$ cat src/rtl/itra_pkg.sv
`timescale 1ns / 1ps

package itra_pkg;

    localparam int VALUE_WIDTH_DEF = 64;
    localparam int MAX_RADIX_DEF   = 32;

    localparam int RADIX_W = 6;
    localparam int CHAR_W  = 8;
    localparam int PC_W    = 4;
    localparam int OP_W    = 4;
    localparam int COND_W  = 3;

    localparam logic [CHAR_W-1:0]  CH_ZERO    = 8'd48;
    localparam logic [CHAR_W-1:0]  CH_UPPER_A = 8'd65;
    localparam logic [CHAR_W-1:0]  CH_MINUS   = 8'd45;
    localparam logic [CHAR_W-1:0]  CH_NONE    = 8'd0;
    localparam logic [RADIX_W-1:0] RADIX_MIN  = 6'd2;
    localparam logic [RADIX_W-1:0] RADIX_DEC  = 6'd10;
    localparam logic [RADIX_W-1:0] DIGIT_TEN  = 6'd10;

    localparam logic [OP_W-1:0] OP_NOP        = 4'd0;
    localparam logic [OP_W-1:0] OP_ACCEPT     = 4'd1;
    localparam logic [OP_W-1:0] OP_DIV_INIT   = 4'd2;
    localparam logic [OP_W-1:0] OP_DIV_STEP   = 4'd3;
    localparam logic [OP_W-1:0] OP_STORE      = 4'd4;
    localparam logic [OP_W-1:0] OP_READ       = 4'd5;
    localparam logic [OP_W-1:0] OP_EMIT_SIGN  = 4'd6;
    localparam logic [OP_W-1:0] OP_EMIT_DIGIT = 4'd7;
    localparam logic [OP_W-1:0] OP_EMIT_BAD   = 4'd8;

    localparam logic [COND_W-1:0] C_NEVER    = 3'd0;
    localparam logic [COND_W-1:0] C_ALWAYS   = 3'd1;
    localparam logic [COND_W-1:0] C_BAD      = 3'd2;
    localparam logic [COND_W-1:0] C_BIT_LEFT = 3'd3;
    localparam logic [COND_W-1:0] C_QUOT_NZ  = 3'd4;
    localparam logic [COND_W-1:0] C_NO_SIGN  = 3'd5;
    localparam logic [COND_W-1:0] C_CNT_NZ   = 3'd6;

    localparam logic [PC_W-1:0] S_ACCEPT    = 4'd0;
    localparam logic [PC_W-1:0] S_CHECK     = 4'd1;
    localparam logic [PC_W-1:0] S_DIV_INIT  = 4'd2;
    localparam logic [PC_W-1:0] S_DIV_STEP  = 4'd3;
    localparam logic [PC_W-1:0] S_STORE     = 4'd4;
    localparam logic [PC_W-1:0] S_SIGN_TEST = 4'd5;
    localparam logic [PC_W-1:0] S_SIGN      = 4'd6;
    localparam logic [PC_W-1:0] S_READ      = 4'd7;
    localparam logic [PC_W-1:0] S_DIGIT     = 4'd8;
    localparam logic [PC_W-1:0] S_DONE      = 4'd9;
    localparam logic [PC_W-1:0] S_BAD       = 4'd10;

    typedef struct packed {
        logic [OP_W-1:0]   op;
        logic [COND_W-1:0] cond;
        logic [PC_W-1:0]   target;
    } ctrl_word_t;

    function automatic ctrl_word_t itra_rom(input logic [PC_W-1:0] step);
        ctrl_word_t cw;
        unique case (step)
            S_ACCEPT:    cw = '{OP_ACCEPT,     C_NEVER,    S_ACCEPT};
            S_CHECK:     cw = '{OP_NOP,        C_BAD,      S_BAD};
            S_DIV_INIT:  cw = '{OP_DIV_INIT,   C_NEVER,    S_ACCEPT};
            S_DIV_STEP:  cw = '{OP_DIV_STEP,   C_BIT_LEFT, S_DIV_STEP};
            S_STORE:     cw = '{OP_STORE,      C_QUOT_NZ,  S_DIV_INIT};
            S_SIGN_TEST: cw = '{OP_NOP,        C_NO_SIGN,  S_READ};
            S_SIGN:      cw = '{OP_EMIT_SIGN,  C_NEVER,    S_ACCEPT};
            S_READ:      cw = '{OP_READ,       C_NEVER,    S_ACCEPT};
            S_DIGIT:     cw = '{OP_EMIT_DIGIT, C_CNT_NZ,   S_READ};
            S_DONE:      cw = '{OP_NOP,        C_ALWAYS,   S_ACCEPT};
            S_BAD:       cw = '{OP_EMIT_BAD,   C_ALWAYS,   S_ACCEPT};
            default:     cw = '{OP_NOP,        C_ALWAYS,   S_ACCEPT};
        endcase
        return cw;
    endfunction

    function automatic logic [CHAR_W-1:0] digit_char(input logic [RADIX_W-1:0] d);
        logic [CHAR_W-1:0] c;
        if (d >= DIGIT_TEN)
            c = CH_UPPER_A + CHAR_W'(d) - CHAR_W'(DIGIT_TEN);
        else
            c = CH_ZERO + CHAR_W'(d);
        return c;
    endfunction

endpackage

$ cat src/rtl/integer_to_radix_ascii.sv
`timescale 1ns / 1ps

// Channel  Handshake           Payload
// in       in_valid/in_ready   mode, value_bits, radix
// out      out_valid/out_ready character, last, bad_radix
//
// Each digit is produced by the shared restoring divider, one quotient bit per cycle.
// Reset returns the step counter to the accept step; the digit store needs no clearing.
// A stalled output holds the sequencer on its emit step; in_ready is high only on
// the accept step.

module integer_to_radix_ascii
    import itra_pkg::*;
#(
    parameter int VALUE_WIDTH = VALUE_WIDTH_DEF,
    parameter int MAX_RADIX   = MAX_RADIX_DEF
)
(
    input  logic                clk,
    input  logic                rst_n,
    input  logic                in_valid,
    output logic                in_ready,
    input  logic                mode,
    input  logic [63:0]         value_bits,
    input  logic [RADIX_W-1:0]  radix,
    output logic                out_valid,
    input  logic                out_ready,
    output logic [CHAR_W-1:0]   character,
    output logic                last,
    output logic                bad_radix
);

    localparam int CNT_W  = $clog2(VALUE_WIDTH + 1);
    localparam int ADDR_W = $clog2(VALUE_WIDTH);
    localparam int BIT_W  = $clog2(VALUE_WIDTH);

    logic [PC_W-1:0]        pc_reg, pc_next;
    logic [CNT_W-1:0]       count_reg, count_next;
    logic                   out_valid_reg, out_valid_next;
    logic [VALUE_WIDTH-1:0] mag_reg;
    logic [RADIX_W-1:0]     rem_reg;
    logic [BIT_W-1:0]       bit_reg;
    logic [RADIX_W-1:0]     radix_reg;
    logic                   neg_reg;
    logic [CHAR_W-1:0]      char_reg;
    logic                   last_reg;
    logic                   bad_reg;
    logic [CHAR_W-1:0]      rd_reg;
    logic [CHAR_W-1:0]      digit_mem [VALUE_WIDTH];

    ctrl_word_t             cw;
    logic                   out_free;
    logic                   is_emit;
    logic                   stall;
    logic                   cond_true;
    logic                   radix_bad;
    logic [31:0]            low32;
    logic [31:0]            mag32;
    logic [VALUE_WIDTH-1:0] mag_load;
    logic [RADIX_W:0]       trial;
    logic                   trial_ge;
    logic [RADIX_W-1:0]     rem_step;
    logic [CNT_W-1:0]       count_dec;

    always_comb
    begin
        cw        = itra_rom(pc_reg);
        out_free  = !out_valid_reg || out_ready;
        is_emit   = (cw.op == OP_EMIT_SIGN) || (cw.op == OP_EMIT_DIGIT)
                    || (cw.op == OP_EMIT_BAD);
        stall     = ((cw.op == OP_ACCEPT) && !in_valid) || (is_emit && !out_free);
        radix_bad = (radix_reg < RADIX_MIN) || (radix_reg > RADIX_W'(MAX_RADIX));
        count_dec = count_reg - CNT_W'(1);

        low32    = value_bits[31:0];
        mag32    = low32[31] ? (32'd0 - low32) : low32;
        mag_load = mode ? value_bits[VALUE_WIDTH-1:0] : VALUE_WIDTH'(mag32);

        trial    = {rem_reg, mag_reg[VALUE_WIDTH-1]};
        trial_ge = trial >= {1'b0, radix_reg};
        rem_step = trial_ge ? RADIX_W'(trial - {1'b0, radix_reg}) : trial[RADIX_W-1:0];

        case (cw.cond)
            C_ALWAYS:   cond_true = 1'b1;
            C_BAD:      cond_true = radix_bad;
            C_BIT_LEFT: cond_true = bit_reg != '0;
            C_QUOT_NZ:  cond_true = mag_reg != '0;
            C_NO_SIGN:  cond_true = !(neg_reg && (radix_reg == RADIX_DEC));
            C_CNT_NZ:   cond_true = count_reg != '0;
            default:    cond_true = 1'b0;
        endcase

        if (stall)
            pc_next = pc_reg;
        else if (cond_true)
            pc_next = cw.target;
        else
            pc_next = pc_reg + PC_W'(1);

        count_next = count_reg;
        if (!stall && (cw.op == OP_ACCEPT))
            count_next = '0;
        else if (cw.op == OP_STORE)
            count_next = count_reg + CNT_W'(1);
        else if (cw.op == OP_READ)
            count_next = count_dec;

        out_valid_next = out_valid_reg;
        if (is_emit && out_free)
            out_valid_next = 1'b1;
        else if (out_ready)
            out_valid_next = 1'b0;
    end

    always_ff @(posedge clk or negedge rst_n)
    begin
        if (!rst_n)
        begin
            pc_reg        <= S_ACCEPT;
            count_reg     <= '0;
            out_valid_reg <= 1'b0;
        end
        else
        begin
            pc_reg        <= pc_next;
            count_reg     <= count_next;
            out_valid_reg <= out_valid_next;
        end
    end

    always_ff @(posedge clk)
    begin
        case (cw.op)
            OP_ACCEPT:
            begin
                if (in_valid)
                begin
                    mag_reg   <= mag_load;
                    radix_reg <= radix;
                    neg_reg   <= !mode && value_bits[31];
                end
            end
            OP_DIV_INIT:
            begin
                rem_reg <= '0;
                bit_reg <= BIT_W'(VALUE_WIDTH - 1);
            end
            OP_DIV_STEP:
            begin
                rem_reg <= rem_step;
                mag_reg <= {mag_reg[VALUE_WIDTH-2:0], trial_ge};
                bit_reg <= bit_reg - BIT_W'(1);
            end
            OP_STORE:
            begin
                digit_mem[count_reg[ADDR_W-1:0]] <= digit_char(rem_reg);
            end
            OP_READ:
            begin
                rd_reg <= digit_mem[count_dec[ADDR_W-1:0]];
            end
            OP_EMIT_SIGN:
            begin
                if (out_free)
                begin
                    char_reg <= CH_MINUS;
                    last_reg <= 1'b0;
                    bad_reg  <= 1'b0;
                end
            end
            OP_EMIT_DIGIT:
            begin
                if (out_free)
                begin
                    char_reg <= rd_reg;
                    last_reg <= count_reg == '0;
                    bad_reg  <= 1'b0;
                end
            end
            OP_EMIT_BAD:
            begin
                if (out_free)
                begin
                    char_reg <= CH_NONE;
                    last_reg <= 1'b1;
                    bad_reg  <= 1'b1;
                end
            end
            default:
            begin
            end
        endcase
    end

    assign in_ready  = cw.op == OP_ACCEPT;
    assign out_valid = out_valid_reg;
    assign character = char_reg;
    assign last      = last_reg;
    assign bad_radix = bad_reg;

endmodule

$ cat config.mk
export PLATFORM = sky130hd
export DESIGN_NAME = integer_to_radix_ascii
export DESIGN_NICKNAME = d
export VERILOG_FILES = /design/src/rtl/itra_pkg.sv /design/src/rtl/integer_to_radix_ascii.sv
export SDC_FILE = /design/constraint.sdc
export NUM_CORES = 1
export LEC_CHECK = 0
export BUFFER_PORTS_ARGS = -buffer_cell sky130_fd_sc_hd__buf_2
export CAP_MARGIN = 20
export CORE_UTILIZATION = 50
export CTS_BUF_LIST = sky130_fd_sc_hd__clkbuf_16
export CTS_CLUSTER_SIZE = 16
export DETAILED_ROUTE_END_ITERATION = 8
export HOLD_SLACK_MARGIN = 0.06
export PLACE_DENSITY = 0.64
export SKIP_LAST_GASP = 1
export SLEW_MARGIN = 20
export SYNTH_ARGS = -nofsm -noshare
export SYNTH_HDL_FRONTEND = slang
export SYNTH_SLANG_ARGS = --single-unit
export TNS_END_PERCENT = 100
$ cat constraint.sdc
create_clock -name clk -period 5.3 [get_ports clk]
set_clock_uncertainty 0.15 [all_clocks]
set_input_delay 0.265 -clock clk [delete_from_list [all_inputs] [get_ports clk]]
set_output_delay 0.265 -clock clk [all_outputs]
set_load 0.02 [all_outputs]
Yosys cells after proc, flatten, opt, wreduce, memory -nomap -nowiden --
Memory sizes are Yosys's and may differ from the RTL's. A register that Yosys moved wholly into a read port is not among the register bits. Cells that the tools add are included.
Word-level totals: register bits 105, latch bits 0, memory bits (writable) 512, memory bits (read-only) 176, input bits 75, output and inout bits 12, word-level logic and storage cells 105, memories 2
Operators by class: $add $sub $neg 9, $mul 0, div/mod/pow operators 0, order comparisons 4, equal/unequal tests 20, shift operators 0, muxes and demuxes 27, bitwise logic cells 0, reductions and logical operators 32
Memories:
- digit_mem | depth 64, width 8, rd ports 1, clocked after Yosys merged registers in 1, write ports 1, RTL line integer_to_radix_ascii.sv:49 | logic [CHAR_W-1:0] digit_mem [VALUE_WIDTH];
- (no name shown) | depth 16, width 11, rd ports 1, clocked after Yosys merged registers in 0, write ports 0, RTL line itra_pkg.sv:60 | unique case (step)
Operators with widths (count):
- $mux W64 | 2
- $pmux W64 S2 | 1
- $reduce_bool A64 Y1 | 1
- $mux W8 | 5
- $mux W32 | 1
- $sub A1 B32 Y32 const A | 1
- $pmux W6 S2 | 2
- $pmux W8 S3 | 1
- $mux W7 | 3
- $eq A4 B3 Y1 const B | 4
- $eq A3 B3 Y1 const B | 3
- $add A7 B6 Y8 const A | 1
- $eq A4 B2 Y1 const B | 2
- $ne A2 B2 Y1 const B | 4
- $reduce_bool A2 Y1 | 4
- $sub A8 B4 Y8 const B | 1
- $add A6 B6 Y7 const A | 1
- $add A7 B1 Y7 const B | 1
- $ge A7 B6 Y1 | 1
- $logic_not A7 Y1 | 1
- $mux W1 | 7
- $reduce_bool A7 Y1 | 1
- $sub A7 B1 Y7 const B | 1
- $eq A3 B2 Y1 const B | 2
- 25 further kinds | 41

Depth between registers and ports, before layout --
An unclocked memory read counts as a cell.
depth after elaboration 9, gate-level depth with buffers 15, mapped depth without buffers 9

Least setup slack after synthesis --
Ideal clock, no wire load.
kind reg-to-reg, from register rem_reg[4], to memory digit_mem[0][4] (data pin), library setup time 0.569 ns, data arrival time 3.209 ns, data required time 4.581 ns, setup slack 1.372 ns, stages on the path, launching flop included 7, buffers on the path 0, clock period less this slack 3.928 ns, cells stage by stage edfxtp_1 inv_1 ha_1 nand2_1 o21ai_1 nand3_1 xnor2_1
Between the ends: word-level cells in the longest chain between the ends 4, elaborated cells on any way between the ends 6, those cells by class add/sub (3); order compare (1); mux (2)
RTL lines:
- start: declaration | RTL line integer_to_radix_ascii.sv:41 | logic [RADIX_W-1:0] rem_reg;
- start signal: assignment | RTL line integer_to_radix_ascii.sv:150 | rem_reg <= rem_step;
- $add A7 B6 Y8 | RTL line itra_pkg.sv:80 | c = CH_UPPER_A + CHAR_W'(d) - CHAR_W'(DIGIT_TEN);
- $sub A8 B4 Y8 | RTL line itra_pkg.sv:80
- $mux W8 (*) | RTL line itra_pkg.sv:79 | if (d >= DIGIT_TEN)
- $mux W8 (*) | RTL line integer_to_radix_ascii.sv:133 | case (cw.op)
- end: declaration | RTL line integer_to_radix_ascii.sv:49
Every way passes the cells marked *; elsewhere a longest branch is shown, timed or not. The select of a mux whose other input is x is not followed.

Worst setup path after layout --
from register pc_reg[1], to memory digit_mem[3][1] (enable)
Between the ends: word-level cells in the longest chain between the ends 4
RTL lines:
- start: declaration | RTL line integer_to_radix_ascii.sv:37 | logic [PC_W-1:0] pc_reg, pc_next;
- start signal: assignment | RTL line integer_to_radix_ascii.sv:125 | pc_reg <= pc_next;
- $mem_v2 Z16 W11
- $eq A4 B3 Y1 | RTL line integer_to_radix_ascii.sv:133
- $mux W1 | RTL line integer_to_radix_ascii.sv:133
- $mux W1 (not written as such) | RTL line integer_to_radix_ascii.sv:156 | digit_mem[count_reg[ADDR_W-1:0]] <= digit_char(rem_reg);
No other way between the ends.

==> flow_summary.ini <==
[yosys]
synth_area_per_cell_um2 = 16.7
yosysTopAreaCellShare_pct = 69.0
synthTopCellsByArea = edfxtp_1, mux4_2, nand2_1
yosysSeqAreaShare_pct = 70.2
synth_area_leader_cell = edfxtp_1
synthCells = 1429
synth_cell_type_count = 62
synth_ff_type = edfxtp_1
syn-num-nets = 1524
synth-warning-count = 0
ys_ff_latch = 559
netlist_area_um2 = 23800
synthArstFlopShare_pct = 2.15
synth_edf_count = 547

[grt]
busiest_layer = met2
track_usage_pct = 23.4
use_met2_pct = 36.1
overflow = 0
met1_usage_pct = 34.7
grt_max_degree = 103
grt_antenna_before_repair = 0
grt_pass1_wl_um = 83400
first_global_vias = 13300
use_met3_pct = 3.93

[worst_setup_path]
r2r_start = pc_reg[1]
worstSetupPathType = reg -> reg
cp.required_ns = 5.40
end_kind = flop
start_kind = flop
startpoint = pc_reg[1]
worst-path-max-fanout = 11
critPathArrivalTime_ns = 4.05

[routing]
drc_errors = 14
ant_nets = 0
first_pass_iters = 7
via_per_inst = 6.02
drt_wl_total_um = 55800
vias = 13500
drt-initial-drc-count = 1504
avgRoutedWirePerCell_um = 24.9

[pwr]
leakage_uw = 0.00904
ir_drop_mv = 0.532
power_density_nw_per_um2 = 591

[hold_path]
hp-start = in_valid
hold_path_class = in -> reg

[layout]
layout-drive-gt1-share_pct = 21.3
final_cell_mix = edfxtp_1, nand2_1, mux4_2
diodes = 0
mostFrequentLayoutCell = edfxtp_1
syn2layout_area_growth_pct = 15.7
nets = 1689
largest_reg_flops = 448
final_area_um2 = 27600

[die]
dieArea_um2 = 48500
die_h_um = 220
rows = 79
core_um2 = 46800
die_w_um = 220
ios = 87
initial_utilization_pct = 50.9

[clock_tree]
clockBufferDepth = 3
cts_setup_buffers = 0
clkSinkCount = 559
clkTransAtPathRegs_ns = 0.06
cts_tree = built
clock_latency_ns = 0.63
htreeDepth = 2
root_buffer = clkbuf_16
cts_buffers = 56

[status]
violations = DRC
outcome = complete, but fails checks

[run]
cap_violations = 0

[timing]
setup_tns_ns = 0
finalCritPeriodShare_pct = 74.6
rsz0062_at_grt = no
finalHoldViolations = 0
tightest_slew_ns = 1.03
report.final.setup_viol = 0
slew_violations = 0
period_minus_slack_ns = 3.96
max_freq_ghz = 0.253
slew_headroom_pct = 30.8

[placement]
portBuffers = 85
gp_congestion = 0.881
dpl.hpwl_um = 34700
place_area_um2 = 25000
[cells in the mapped netlist, types with 12 or more instances]
cell type / count
a21oi_1: 39
buf_2: 14
clkbuf_1: 42
dfrtp_1: 12
edfxtp_1: 547
ha_1: 19
inv_1: 32
mux4_2: 133
nand2_1: 148
nand2b_1: 13
nand3_1: 45
nor2_1: 103
nor4_1: 23
o21ai_0: 56
xnor2_1: 28
xor2_1: 17
[per-layer routing]
| layer | wire length [µm] | vias up |
|---|---|---|
| met5 | 0 | - |
| met4 | 1190 | 0 |
| met3 | 4370 | 90 |
| met2 | 26000 | 592 |
| met1 | 24300 | 6901 |
| li1 | - | 5948 |
[worst max-delay path, stage by stage (launching register included)]
cell      delay [ns]
dfrtp_1         0.46
inv_1           0.10
ha_1            0.28
nor3b_1         0.44
nand2b_1        0.33
nor3_1          0.77
nand2_1         0.49
nor2_1          0.57
[stage by stage]
stage	total power, µW	worst slack, ns	utilization (%)	hold WS (ns)	instances
CTS	16400	1.44	59.0	0.0795	2247
finish	16300	1.34	59.0	0.0931	2247
global route	17000	1.02	59.0	0.129	2247
floorplan	10400	1.37	-	-0.181	1429
global placement	12300	1.54	53.4	0.0194	2068
detailed placement	12400	1.47	53.4	0.0259	2068
[logic make-up (layout without fill, tap and decap cells)]
kind of cell	count (synthesis)	after routing	synth area share (%)
buf+inv	107	318	2.02
xor+xnor	47	47	1.79
mux	151	151	13.4
flops	559	559	70.2
fa+ha+maj	20	20	1.08
other cells	1	1	0.0157
compound gates	152	152	3.79
simple gates	392	392	7.70
[worst paths after layout]
check                           depth (start not counted)  slack, ns               to
worst max-delay path                                    7       1.34  digit_mem[3][1]
worst min-delay path                                    4       0.09        pc_reg[1]
worst max register to register                          7       1.34  digit_mem[3][1]
worst min register to register                          2       0.39      mag_reg[50]
max in group asynchronous                               3       3.93     count_reg[0]
min in group asynchronous                               3       0.59        out_valid
[where the power goes]
part	switching, µW	internal (µW)
combinational	3610	2330
sequential	299	6070
clock	1690	2280
[area by class of cell]
cell class                      count  area [µm²]
Fill cell                        3448       19200
Sequential cell                   559       16700
Multi-Input combinational cell    763        6730
Clock buffer                       56        1400
Timing Repair Buffer              182        1370
Tap cell                          607         759
Clock inverter                     48         457
Inverter                           32         120
[repair_timing]
| action | CTS | global route |
|---|---|---|
| resized for setup | 0 | 0 |
| endpoints found under the hold margin | 84 | 0 |
| hold buffers | 75 | 0 |
No activity file was read; power rests on OpenSTA's default activity.
